[config.mk]
export PLATFORM = sky130hd
export DESIGN_NAME = display_frame_responder
export DESIGN_NICKNAME = d
export VERILOG_FILES = /design/src/rtl/core/dfr_pkg.sv /design/src/rtl/core/display_frame_responder.sv
export SDC_FILE = /design/constraint.sdc
export NUM_CORES = 1
export LEC_CHECK = 0
export BUFFER_PORTS_ARGS = -buffer_cell sky130_fd_sc_hd__buf_2
export CORE_ASPECT_RATIO = 0.8
export CORE_MARGIN = 2
export CORE_UTILIZATION = 30
export CTS_BUF_LIST = sky130_fd_sc_hd__clkbuf_2 sky130_fd_sc_hd__clkbuf_4 sky130_fd_sc_hd__clkbuf_8
export DETAILED_ROUTE_END_ITERATION = 16
export PLACE_DENSITY = 0.53
export SLEW_MARGIN = 20
export SYNTH_ARGS = -nofsm -noshare
export SYNTH_HDL_FRONTEND = slang
export SYNTH_SLANG_ARGS = --single-unit
[constraint.sdc]
create_clock -name clk -period 4.85 [get_ports clk]
set_input_delay 0.2425 -clock clk [delete_from_list [all_inputs] [get_ports clk]]
set_output_delay 0.2425 -clock clk [all_outputs]
set_load 0.01 [all_outputs]
[src/rtl/core/dfr_pkg.sv]
package dfr_pkg;

	localparam int RX_FRAME_BYTES = 20;
	localparam int TX_FRAME_BYTES = 14;
	localparam int WP_W = $clog2(RX_FRAME_BYTES + 1);
	localparam int TX_IDX_W = $clog2(TX_FRAME_BYTES);

	localparam logic [7:0] TX_SOF = 8'h02;
	localparam logic [7:0] TX_LEN = 8'h0E;
	localparam logic [7:0] TX_CMD = 8'h01;
	localparam logic [7:0] TX_END = 8'hFF;
	localparam logic [7:0] PAS_MASK = 8'h0F;
	localparam logic [7:0] BIT_MASK = 8'h01;

	localparam logic [TX_IDX_W-1:0] TX_LAST_IDX = TX_IDX_W'(TX_FRAME_BYTES - 1);

	typedef struct packed {
		logic [7:0]  assist_level;
		logic [7:0]  settings_bits;
		logic [7:0]  current_limit;
		logic [15:0] cutoff_voltage_x10;
		logic [15:0] wheel_size_x10;
		logic [7:0]  throttle_sel;
		logic [7:0]  start_delay;
		logic [7:0]  boost_power;
		logic [7:0]  speed_limit;
		logic [7:0]  gear_ratio;
	} settings_t;

	typedef struct packed {
		logic [7:0]  error_code;
		logic        brake_active;
		logic [15:0] motor_current_x10;
		logic [15:0] wheel_period_ms;
	} telemetry_t;

	function automatic logic [7:0] reply_byte(input logic [TX_IDX_W-1:0] idx,
			input telemetry_t t);
		logic [7:0] brk;
		logic [7:0] chk;
		brk = {2'b00, t.brake_active, 5'b00000};
		chk = TX_SOF ^ TX_LEN ^ TX_CMD ^ t.error_code ^ brk
			^ t.motor_current_x10[15:8] ^ t.motor_current_x10[7:0]
			^ t.wheel_period_ms[15:8] ^ t.wheel_period_ms[7:0] ^ TX_END;
		case (idx)
			4'd0:    reply_byte = TX_SOF;
			4'd1:    reply_byte = TX_LEN;
			4'd2:    reply_byte = TX_CMD;
			4'd3:    reply_byte = t.error_code;
			4'd4:    reply_byte = brk;
			4'd6:    reply_byte = t.motor_current_x10[15:8];
			4'd7:    reply_byte = t.motor_current_x10[7:0];
			4'd8:    reply_byte = t.wheel_period_ms[15:8];
			4'd9:    reply_byte = t.wheel_period_ms[7:0];
			4'd12:   reply_byte = TX_END;
			4'd13:   reply_byte = chk;
			default: reply_byte = 8'h00;
		endcase
	endfunction

endpackage

[src/rtl/core/display_frame_responder.sv]
// A chunk-end item passes through chunk_s1 and busy_q before its first reply byte is loaded
// into the output register. One received byte is taken per cycle while in_stall is low; after a
// chunk-end byte the input stalls for the check (chunk_s1), and while a reply is emitted (busy_q).
// The output register holds a reply byte while out_stall is high.
// Reset (arst_n low, asynchronous) clears the frame store, the write position
// and all handshake state; no clearing pass is needed.
module display_frame_responder
	import dfr_pkg::*;
(
	input  logic        clk,
	input  logic        arst_n,
	input  logic        in_valid,
	output logic        in_stall,
	input  logic [7:0]  rx_byte,
	input  logic        chunk_end,
	input  logic [7:0]  error_code,
	input  logic        brake_active,
	input  logic [15:0] motor_current_x10,
	input  logic [15:0] wheel_period_ms,
	output logic        out_valid,
	input  logic        out_stall,
	output logic [7:0]  tx_byte,
	output logic        tx_last,
	output logic [7:0]  assist_level,
	output logic [7:0]  settings_bits,
	output logic [7:0]  current_limit,
	output logic [15:0] cutoff_voltage_x10,
	output logic [15:0] wheel_size_x10,
	output logic [7:0]  throttle_sel,
	output logic [7:0]  start_delay,
	output logic [7:0]  boost_power,
	output logic [7:0]  speed_limit,
	output logic [7:0]  gear_ratio
);

	logic [7:0]          store_q [RX_FRAME_BYTES];
	logic [WP_W-1:0]     wp_q;
	logic                chunk_s1;
	telemetry_t          telem_s1;
	telemetry_t          telem_q;
	settings_t           set_q;
	settings_t           set_d;
	settings_t           out_set_q;
	logic                busy_q;
	logic [TX_IDX_W-1:0] idx_q;
	logic                out_valid_q;
	logic [7:0]          tx_byte_q;
	logic                tx_last_q;
	logic [7:0]          xor_d;
	logic                in_acc;
	logic                start;
	logic                out_load;

	assign in_stall = chunk_s1 | busy_q;
	assign in_acc = in_valid & ~in_stall;

	always_ff @(posedge clk or negedge arst_n) begin
		if (!arst_n) begin
			for (int i = 0; i < RX_FRAME_BYTES; i++) begin
				store_q[i] <= 8'h00;
			end
			wp_q <= '0;
		end else if (in_acc) begin
			for (int i = 0; i < RX_FRAME_BYTES; i++) begin
				if (wp_q == WP_W'(i)) begin
					store_q[i] <= rx_byte;
				end
			end
			if (chunk_end) begin
				wp_q <= '0;
			end else if (wp_q != WP_W'(RX_FRAME_BYTES)) begin
				wp_q <= wp_q + WP_W'(1);
			end
		end
	end

	always_ff @(posedge clk or negedge arst_n) begin
		if (!arst_n) begin
			chunk_s1 <= 1'b0;
		end else begin
			chunk_s1 <= in_acc & chunk_end;
		end
	end

	always_ff @(posedge clk) begin
		if (in_acc) begin
			telem_s1 <= '{error_code, brake_active, motor_current_x10, wheel_period_ms};
		end
	end

	always_comb begin
		xor_d = 8'h00;
		for (int i = 0; i < RX_FRAME_BYTES - 1; i++) begin
			xor_d = xor_d ^ store_q[i];
		end
	end

	always_comb begin
		set_d.assist_level       = {store_q[4][3:0], 4'h0};
		set_d.settings_bits      = {store_q[18][6], store_q[5][1], store_q[5][5],
			store_q[5][6], store_q[18][3:0] & PAS_MASK[3:0]};
		set_d.current_limit      = store_q[13];
		set_d.cutoff_voltage_x10 = {store_q[14], store_q[15]};
		set_d.wheel_size_x10     = {store_q[7], store_q[8]};
		set_d.throttle_sel       = store_q[3];
		set_d.start_delay        = store_q[9];
		set_d.boost_power        = store_q[10];
		set_d.speed_limit        = store_q[12];
		set_d.gear_ratio         = store_q[6];
	end

	assign start = chunk_s1 & (xor_d == store_q[RX_FRAME_BYTES - 1]);
	assign out_load = busy_q & (~out_valid_q | ~out_stall);

	always_ff @(posedge clk) begin
		if (start) begin
			set_q <= set_d;
			telem_q <= telem_s1;
		end
		if (out_load) begin
			tx_byte_q <= reply_byte(idx_q, telem_q);
			tx_last_q <= (idx_q == TX_LAST_IDX) & BIT_MASK[0];
			out_set_q <= set_q;
		end
	end

	always_ff @(posedge clk or negedge arst_n) begin
		if (!arst_n) begin
			busy_q <= 1'b0;
			idx_q <= '0;
			out_valid_q <= 1'b0;
		end else begin
			if (start) begin
				busy_q <= 1'b1;
				idx_q <= '0;
			end else if (out_load) begin
				idx_q <= idx_q + TX_IDX_W'(1);
				if (idx_q == TX_LAST_IDX) begin
					busy_q <= 1'b0;
				end
			end
			if (out_load) begin
				out_valid_q <= 1'b1;
			end else if (!out_stall) begin
				out_valid_q <= 1'b0;
			end
		end
	end

	assign out_valid          = out_valid_q;
	assign tx_byte            = tx_byte_q;
	assign tx_last            = tx_last_q;
	assign assist_level       = out_set_q.assist_level;
	assign settings_bits      = out_set_q.settings_bits;
	assign current_limit      = out_set_q.current_limit;
	assign cutoff_voltage_x10 = out_set_q.cutoff_voltage_x10;
	assign wheel_size_x10     = out_set_q.wheel_size_x10;
	assign throttle_sel       = out_set_q.throttle_sel;
	assign start_delay        = out_set_q.start_delay;
	assign boost_power        = out_set_q.boost_power;
	assign speed_limit        = out_set_q.speed_limit;
	assign gear_ratio         = out_set_q.gear_ratio;

endmodule

==> Yosys cells after proc, flatten, opt, wreduce, memory -nomap -nowiden <==
Cells that the tools add are included.
{ "op_classes": {"add_sub_neg": 2, "n_mul": 0, "div": 0, "magnitude_cmp": 0, "n_eq_ne": 32, "shifts": 0, "mux": 10, "n_bitwise": 34, "reduce_logical": 27} }
{ "op_table": {"columns": ["cell", "count"], "rows": [
  ["$xor A8 B8 Y8", 22],
  ["$pmux W8 S11", 1],
  ["$reduce_and A2 Y1", 22],
  ["$eq A5 B4 Y1 const B", 8],
  ["$eq A5 B3 Y1 const B", 4],
  ["$eq A5 B5 Y1 const B", 4],
  ["$eq A4 B4 Y1 const B", 4],
  ["$eq A4 B3 Y1 const B", 3],
  ["$eq A5 B2 Y1 const B", 2],
  ["$mux W5", 2],
  ["$eq A4 B2 Y1 const B", 2],
  ["$eq A8 B8 Y1", 1],
  ["$mux W4", 2],
  ["$not A8 Y8", 1],
  ["$xor A8 B6 Y8", 1],
  ["$reduce_bool A2 Y1", 3],
  ["$add A5 B1 Y5 const B", 1],
  ["$eq A5 B1 Y1 const B", 1],
  ["$logic_not A5 Y1", 1],
  ["$mux W1", 5],
  ["$ne A5 B5 Y1 const B", 1],
  ["$add A4 B1 Y4 const B", 1],
  ["$and A1 B1 Y1", 4],
  ["$eq A4 B1 Y1 const B", 1],
  ["5 further kinds", 8]
]} }
{ "word_totals": {"register_bits": 447, "latchBits": 0, "ram_bits": 0, "mem_bits_ro": 0, "input_bits": 54, "output_inout_bits": 107, "elab_cells": 160, "mem_count": 0} }

==> Depth between registers and ports, before layout <==
{ "logic_depth": {"word_depth": 22, "mapped_depth": 8, "ltp_nobuf": 7} }

==> Worst setup path before layout <==
Ideal clock, no wire load.
{ "synth_timing": {"kind": "flip-flop to flip-flop", "start": "register store_q, in the netlist set_d[48]", "end": "register set_q[0] in the netlist's numbering, enable pin", "setup_time_ns": 0.509, "arrival_time_ns": 4.858, "t_required_ns": 4.341, "setup_slack_ns": -0.517, "stages_incl_launch_ff": 7, "path_buffers": 0, "synth_period_minus_slack_ns": 5.367, "path_cell_list": "dfrtp_1 -> xnor2_1 -> xnor2_1 -> xnor3_1 -> xnor2_1 -> nor4_2 -> and3_1"} }
{ "synth_via": {"elab_chain_cells": 14} }
{ "synth_rtl": {"columns": ["element", "line", "source"], "rows": [
  ["from (decl)", "display_frame_responder.sv:36", "logic [7:0] store_q [RX_FRAME_BYTES];"],
  ["from (signal, indexed assignment)", "display_frame_responder.sv:66", "store_q[i] <= rx_byte;"],
  ["$xor A8 B8 Y8 (12 in series)", "display_frame_responder.sv:94", "xor_d = xor_d ^ store_q[i];"],
  ["$eq A8 B8 Y1", "display_frame_responder.sv:112", "assign start = chunk_s1 & (xor_d == store_q[RX_FRAME_BYTES - 1]);"],
  ["$and A1 B1 Y1", "display_frame_responder.sv:112", null],
  ["named net start", "display_frame_responder.sv:51", "logic start;"],
  ["to (signal assigned)", "display_frame_responder.sv:117", "set_q <= set_d;"],
  ["to (decl)", "display_frame_responder.sv:41", "settings_t set_q;"]
]} }
The timed path passes the listed nets, and every way through them passes these cells.
A chain may end at the register's enable or synchronous reset.

==> Worst setup path after layout <==
{ "layout_timing": {"start": "register store_q, in the netlist set_d[48]", "end": "register set_q[76] in the netlist's numbering, enable pin"} }
Same word-level chain as after synthesis.

==> results.py <==
metrics = {
    "layout": {
        "nets": 1284,
        "regArea_um2": 12600,
        "n_fill_cell": 5320,
        "drive_gt1_share_pct": 36.1,
        "syn2layout_area_growth_pct": 22.1,
        "multiInputGateArea_um2": 4400,
    },
    "drt": {
        "postRouteWirelength_um": 35900,
        "routedWlPerCell_um": 17.6,
        "drt_iter0_markers": 329,
        "dr.pass1.iters": 4,
        "antenna_left": 0,
        "vias": 8672,
        "drcViolationCount": 0,
        "via_per_inst": 4.24,
    },
    "clock_network": {
        "cts_tree": "yes",
        "cts_buffers": 76,
        "post_cts_buffers": 0,
        "clk_latency_ns": 0.63,
        "hold_buffers": 43,
        "cts_buffer_depth": 3,
        "cts_sinks": 447,
        "cts_resized": 0,
        "h-tree-depth": 3,
        "clkTransAtPathRegs_ns": 0.06,
        "clockRootBuffer": "clkbuf_8",
    },
    "synth": {
        "synth.avg_cell_area_um2": 17.7,
        "yosysWarnings": 0,
        "async_reset_ff_share_pct": 38.5,
        "ys_top_cells_by_area": "edfxtp_1 (48%), dfrtp_1 (25%), mux2_2 (10%)",
        "syn-instance-count": 967,
        "synth_edf_count": 275,
        "synth_seq_area_share_pct": 73.4,
        "synthMostInstantiatedCell": "edfxtp_1",
        "ys_ff_latch": 447,
        "synth_area_um2": 17100,
        "synth.largest_area_cell": "edfxtp_1",
        "synth.top_cells.by_count": "edfxtp_1 (275), dfrtp_1 (172), xnor2_1 (162)",
        "ys.flop_type": "edfxtp_1",
        "synth_cell_types": 49,
        "synth.top_cell.area_share_pct": 48.2,
    },
    "sta": {
        "finalHoldViolations": 0,
        "worstMarginPinSlew_ns": 0.937,
        "finalClockSkew_ns": 0.0438,
        "fin_crit_ns": 3.61,
        "fin_crit_sh_pct": 74.5,
        "rsz0062_at_grt": "no",
        "slew_headroom_pct": 37.5,
        "finalHoldWorstSlack_ns": 0.0633,
        "finalMaxSlewViolations": 0,
        "fin_setup_tns_ns": 0,
        "setup_violations": 0,
        "fmax_ghz": 0.277,
    },
    "floorplan": {
        "start_util_pct": 30.3,
        "die-area_um2": 59000,
        "die_y_um": 218,
        "pin_count": 161,
        "coreArea_um2": 56500,
        "fp-row-count": 78,
        "die_x_um": 271,
    },
    "global_route": {
        "antenna_found_initial": 2,
        "grt_pass1_wl_um": 54600,
        "use_met2_pct": 19.6,
        "top_usage_layer": "met2",
        "grtUsageMet3_pct": 2.84,
        "use_met1_pct": 16.1,
        "grt_pass1_vias": 9147,
        "grt_use_total_pct": 12.3,
        "globalRouteOverflowTotal": 0,
        "grt_max_degree": 104,
    },
    "worst_setup_path": {
        "crit_fanout": 46,
        "endpoint_kind": "flop",
        "cp_data_required_time_ns": 5.12,
        "worstSetupStartpointType": "flop",
        "path_class": "reg2reg",
        "crit_arrival_ns": 3.89,
    },
    "min_path": {
        "hold_class": "in2async",
    },
    "power_and_ir_drop": {
        "vdd_drop_max_v": 0.000164,
        "power_density_nw_per_um2": 546,
        "p_leak_nw": 8.25,
    },
    "placement": {
        "place_hpwl_um": 22900,
        "place_congestion": 0.728,
        "numPortBuffers": 156,
    },
    "outcome": {
        "status": "finished clean",
    },
    "flow_run": {
        "drv_cap": 0,
    },
}
cells by family after synthesis:
family	share of synthesized area, %
AO/OA/AOI/OAI	2.00
XOR/XNOR	9.90
adder cells (fa/ha/maj)	0.658
buffers and inverters	1.05
flip-flops	73.4
multiplexers	10.6
other	0.0219
AND/OR/NAND/NOR	2.38
placed cells by master, fill, tap and decap left out, drive strengths merged, types with 7 or more instances in the layout:
master,instances
edfxtp,275
clkbuf,118
clkinv,18
ha,9
xnor3,8
nand2,32
nand3,7
o21ai,18
inv,9
xor2,11
xnor2,162
dlygate4sd3,43
nor2,7
mux2,161
buf,165
dfrtp,172
final cells by class:
type | instances | area share [%]
Clock inverter | 23 | 0.838
Multi-Input combinational cell | 479 | 21.0
Timing Repair Buffer | 208 | 6.36
Inverter | 9 | 0.162
Clock buffer | 118 | 6.93
Antenna cell | 1 | 0.0120
Sequential cell | 447 | 60.1
Tap cell | 760 | 4.55
critical path, stage by stage, from the launching register on:
cell     delay [ns]
dfrtp_1        0.39
xnor2_1        0.20
xnor2_1        0.16
xnor3_1        0.43
xnor2_1        0.16
nor4_2         0.66
and3_4         0.81
buf_4          0.40
report_power, final:
part	switching [W]	total, W	internal, W
registers	0.000382	0.00507	0.00469
clock network	0.00151	0.00352	0.00201
logic	0.00147	0.00283	0.00136
registers in the layout (all words and copies together), names as in the netlist:
signal / cells
speed_limit: 8
current_limit: 8
tx_byte: 8
telem_s1: 41
gear_ratio: 8
set_q: 92
start_delay: 8
cutoff_voltage_x10: 16
out_valid: 1
assist_level: 4
idx_q: 4
wp_q: 5
set_d: 92
store_q: 68
boost_power: 8
throttle_sel: 8
wheel_size_x10: 16
busy_q: 1
chunk_s1: 1
telem_q: 41
settings_bits: 8
tx_last: 1
routing by layer:
metal,up-vias,share of wire (%)
met4,4,2.8
met5,-,0.058
met1,4413,45
li1,4026,-
met2,158,48
met3,71,4.4
through the flow:
| step | area (um^2) | util [%] | setup slack [ns] | cells | power [W] |
|---|---|---|---|---|---|
| finish | 20900 | 37.0 | 1.24 | 2045 | 0.0114 |
| global route | 20900 | 37.0 | 0.985 | 2044 | 0.0120 |
| CTS | 20900 | 36.9 | 1.13 | 2043 | 0.0116 |
| detailed placement | 18800 | 33.3 | 1.18 | 1859 | 0.00802 |
| global placement | 18800 | 33.3 | 1.24 | 1859 | 0.00796 |
| floorplan | 17100 | - | 0.521 | 970 | 0.00716 |
path summary, 6_finish.rpt:
| check | startpoint | to | slack [ns] | cells after the start |
|---|---|---|---|---|
| setup reg to reg | set_d[48]$_DFFE_PN0P_ | set_q[76]$_DFFE_PP_ | 1.24 | 7 |
| min in group clk | out_stall | out_valid$_DFFE_PN0P_ | 0.11 | 3 |
| max in group asynchronous | arst_n | set_d[13]$_DFFE_PN0P_ | 3.56 | 4 |
| hold reg to reg | telem_s1[3]$_DFFE_PP_ | telem_q[3]$_DFFE_PP_ | 0.39 | 0 |
| setup / recovery | set_d[48]$_DFFE_PN0P_ | set_q[76]$_DFFE_PP_ | 1.24 | 7 |
| hold / removal | arst_n | set_d[8]$_DFFE_PN0P_ | 0.06 | 2 |
No activity file was read; power rests on OpenSTA's default activity.
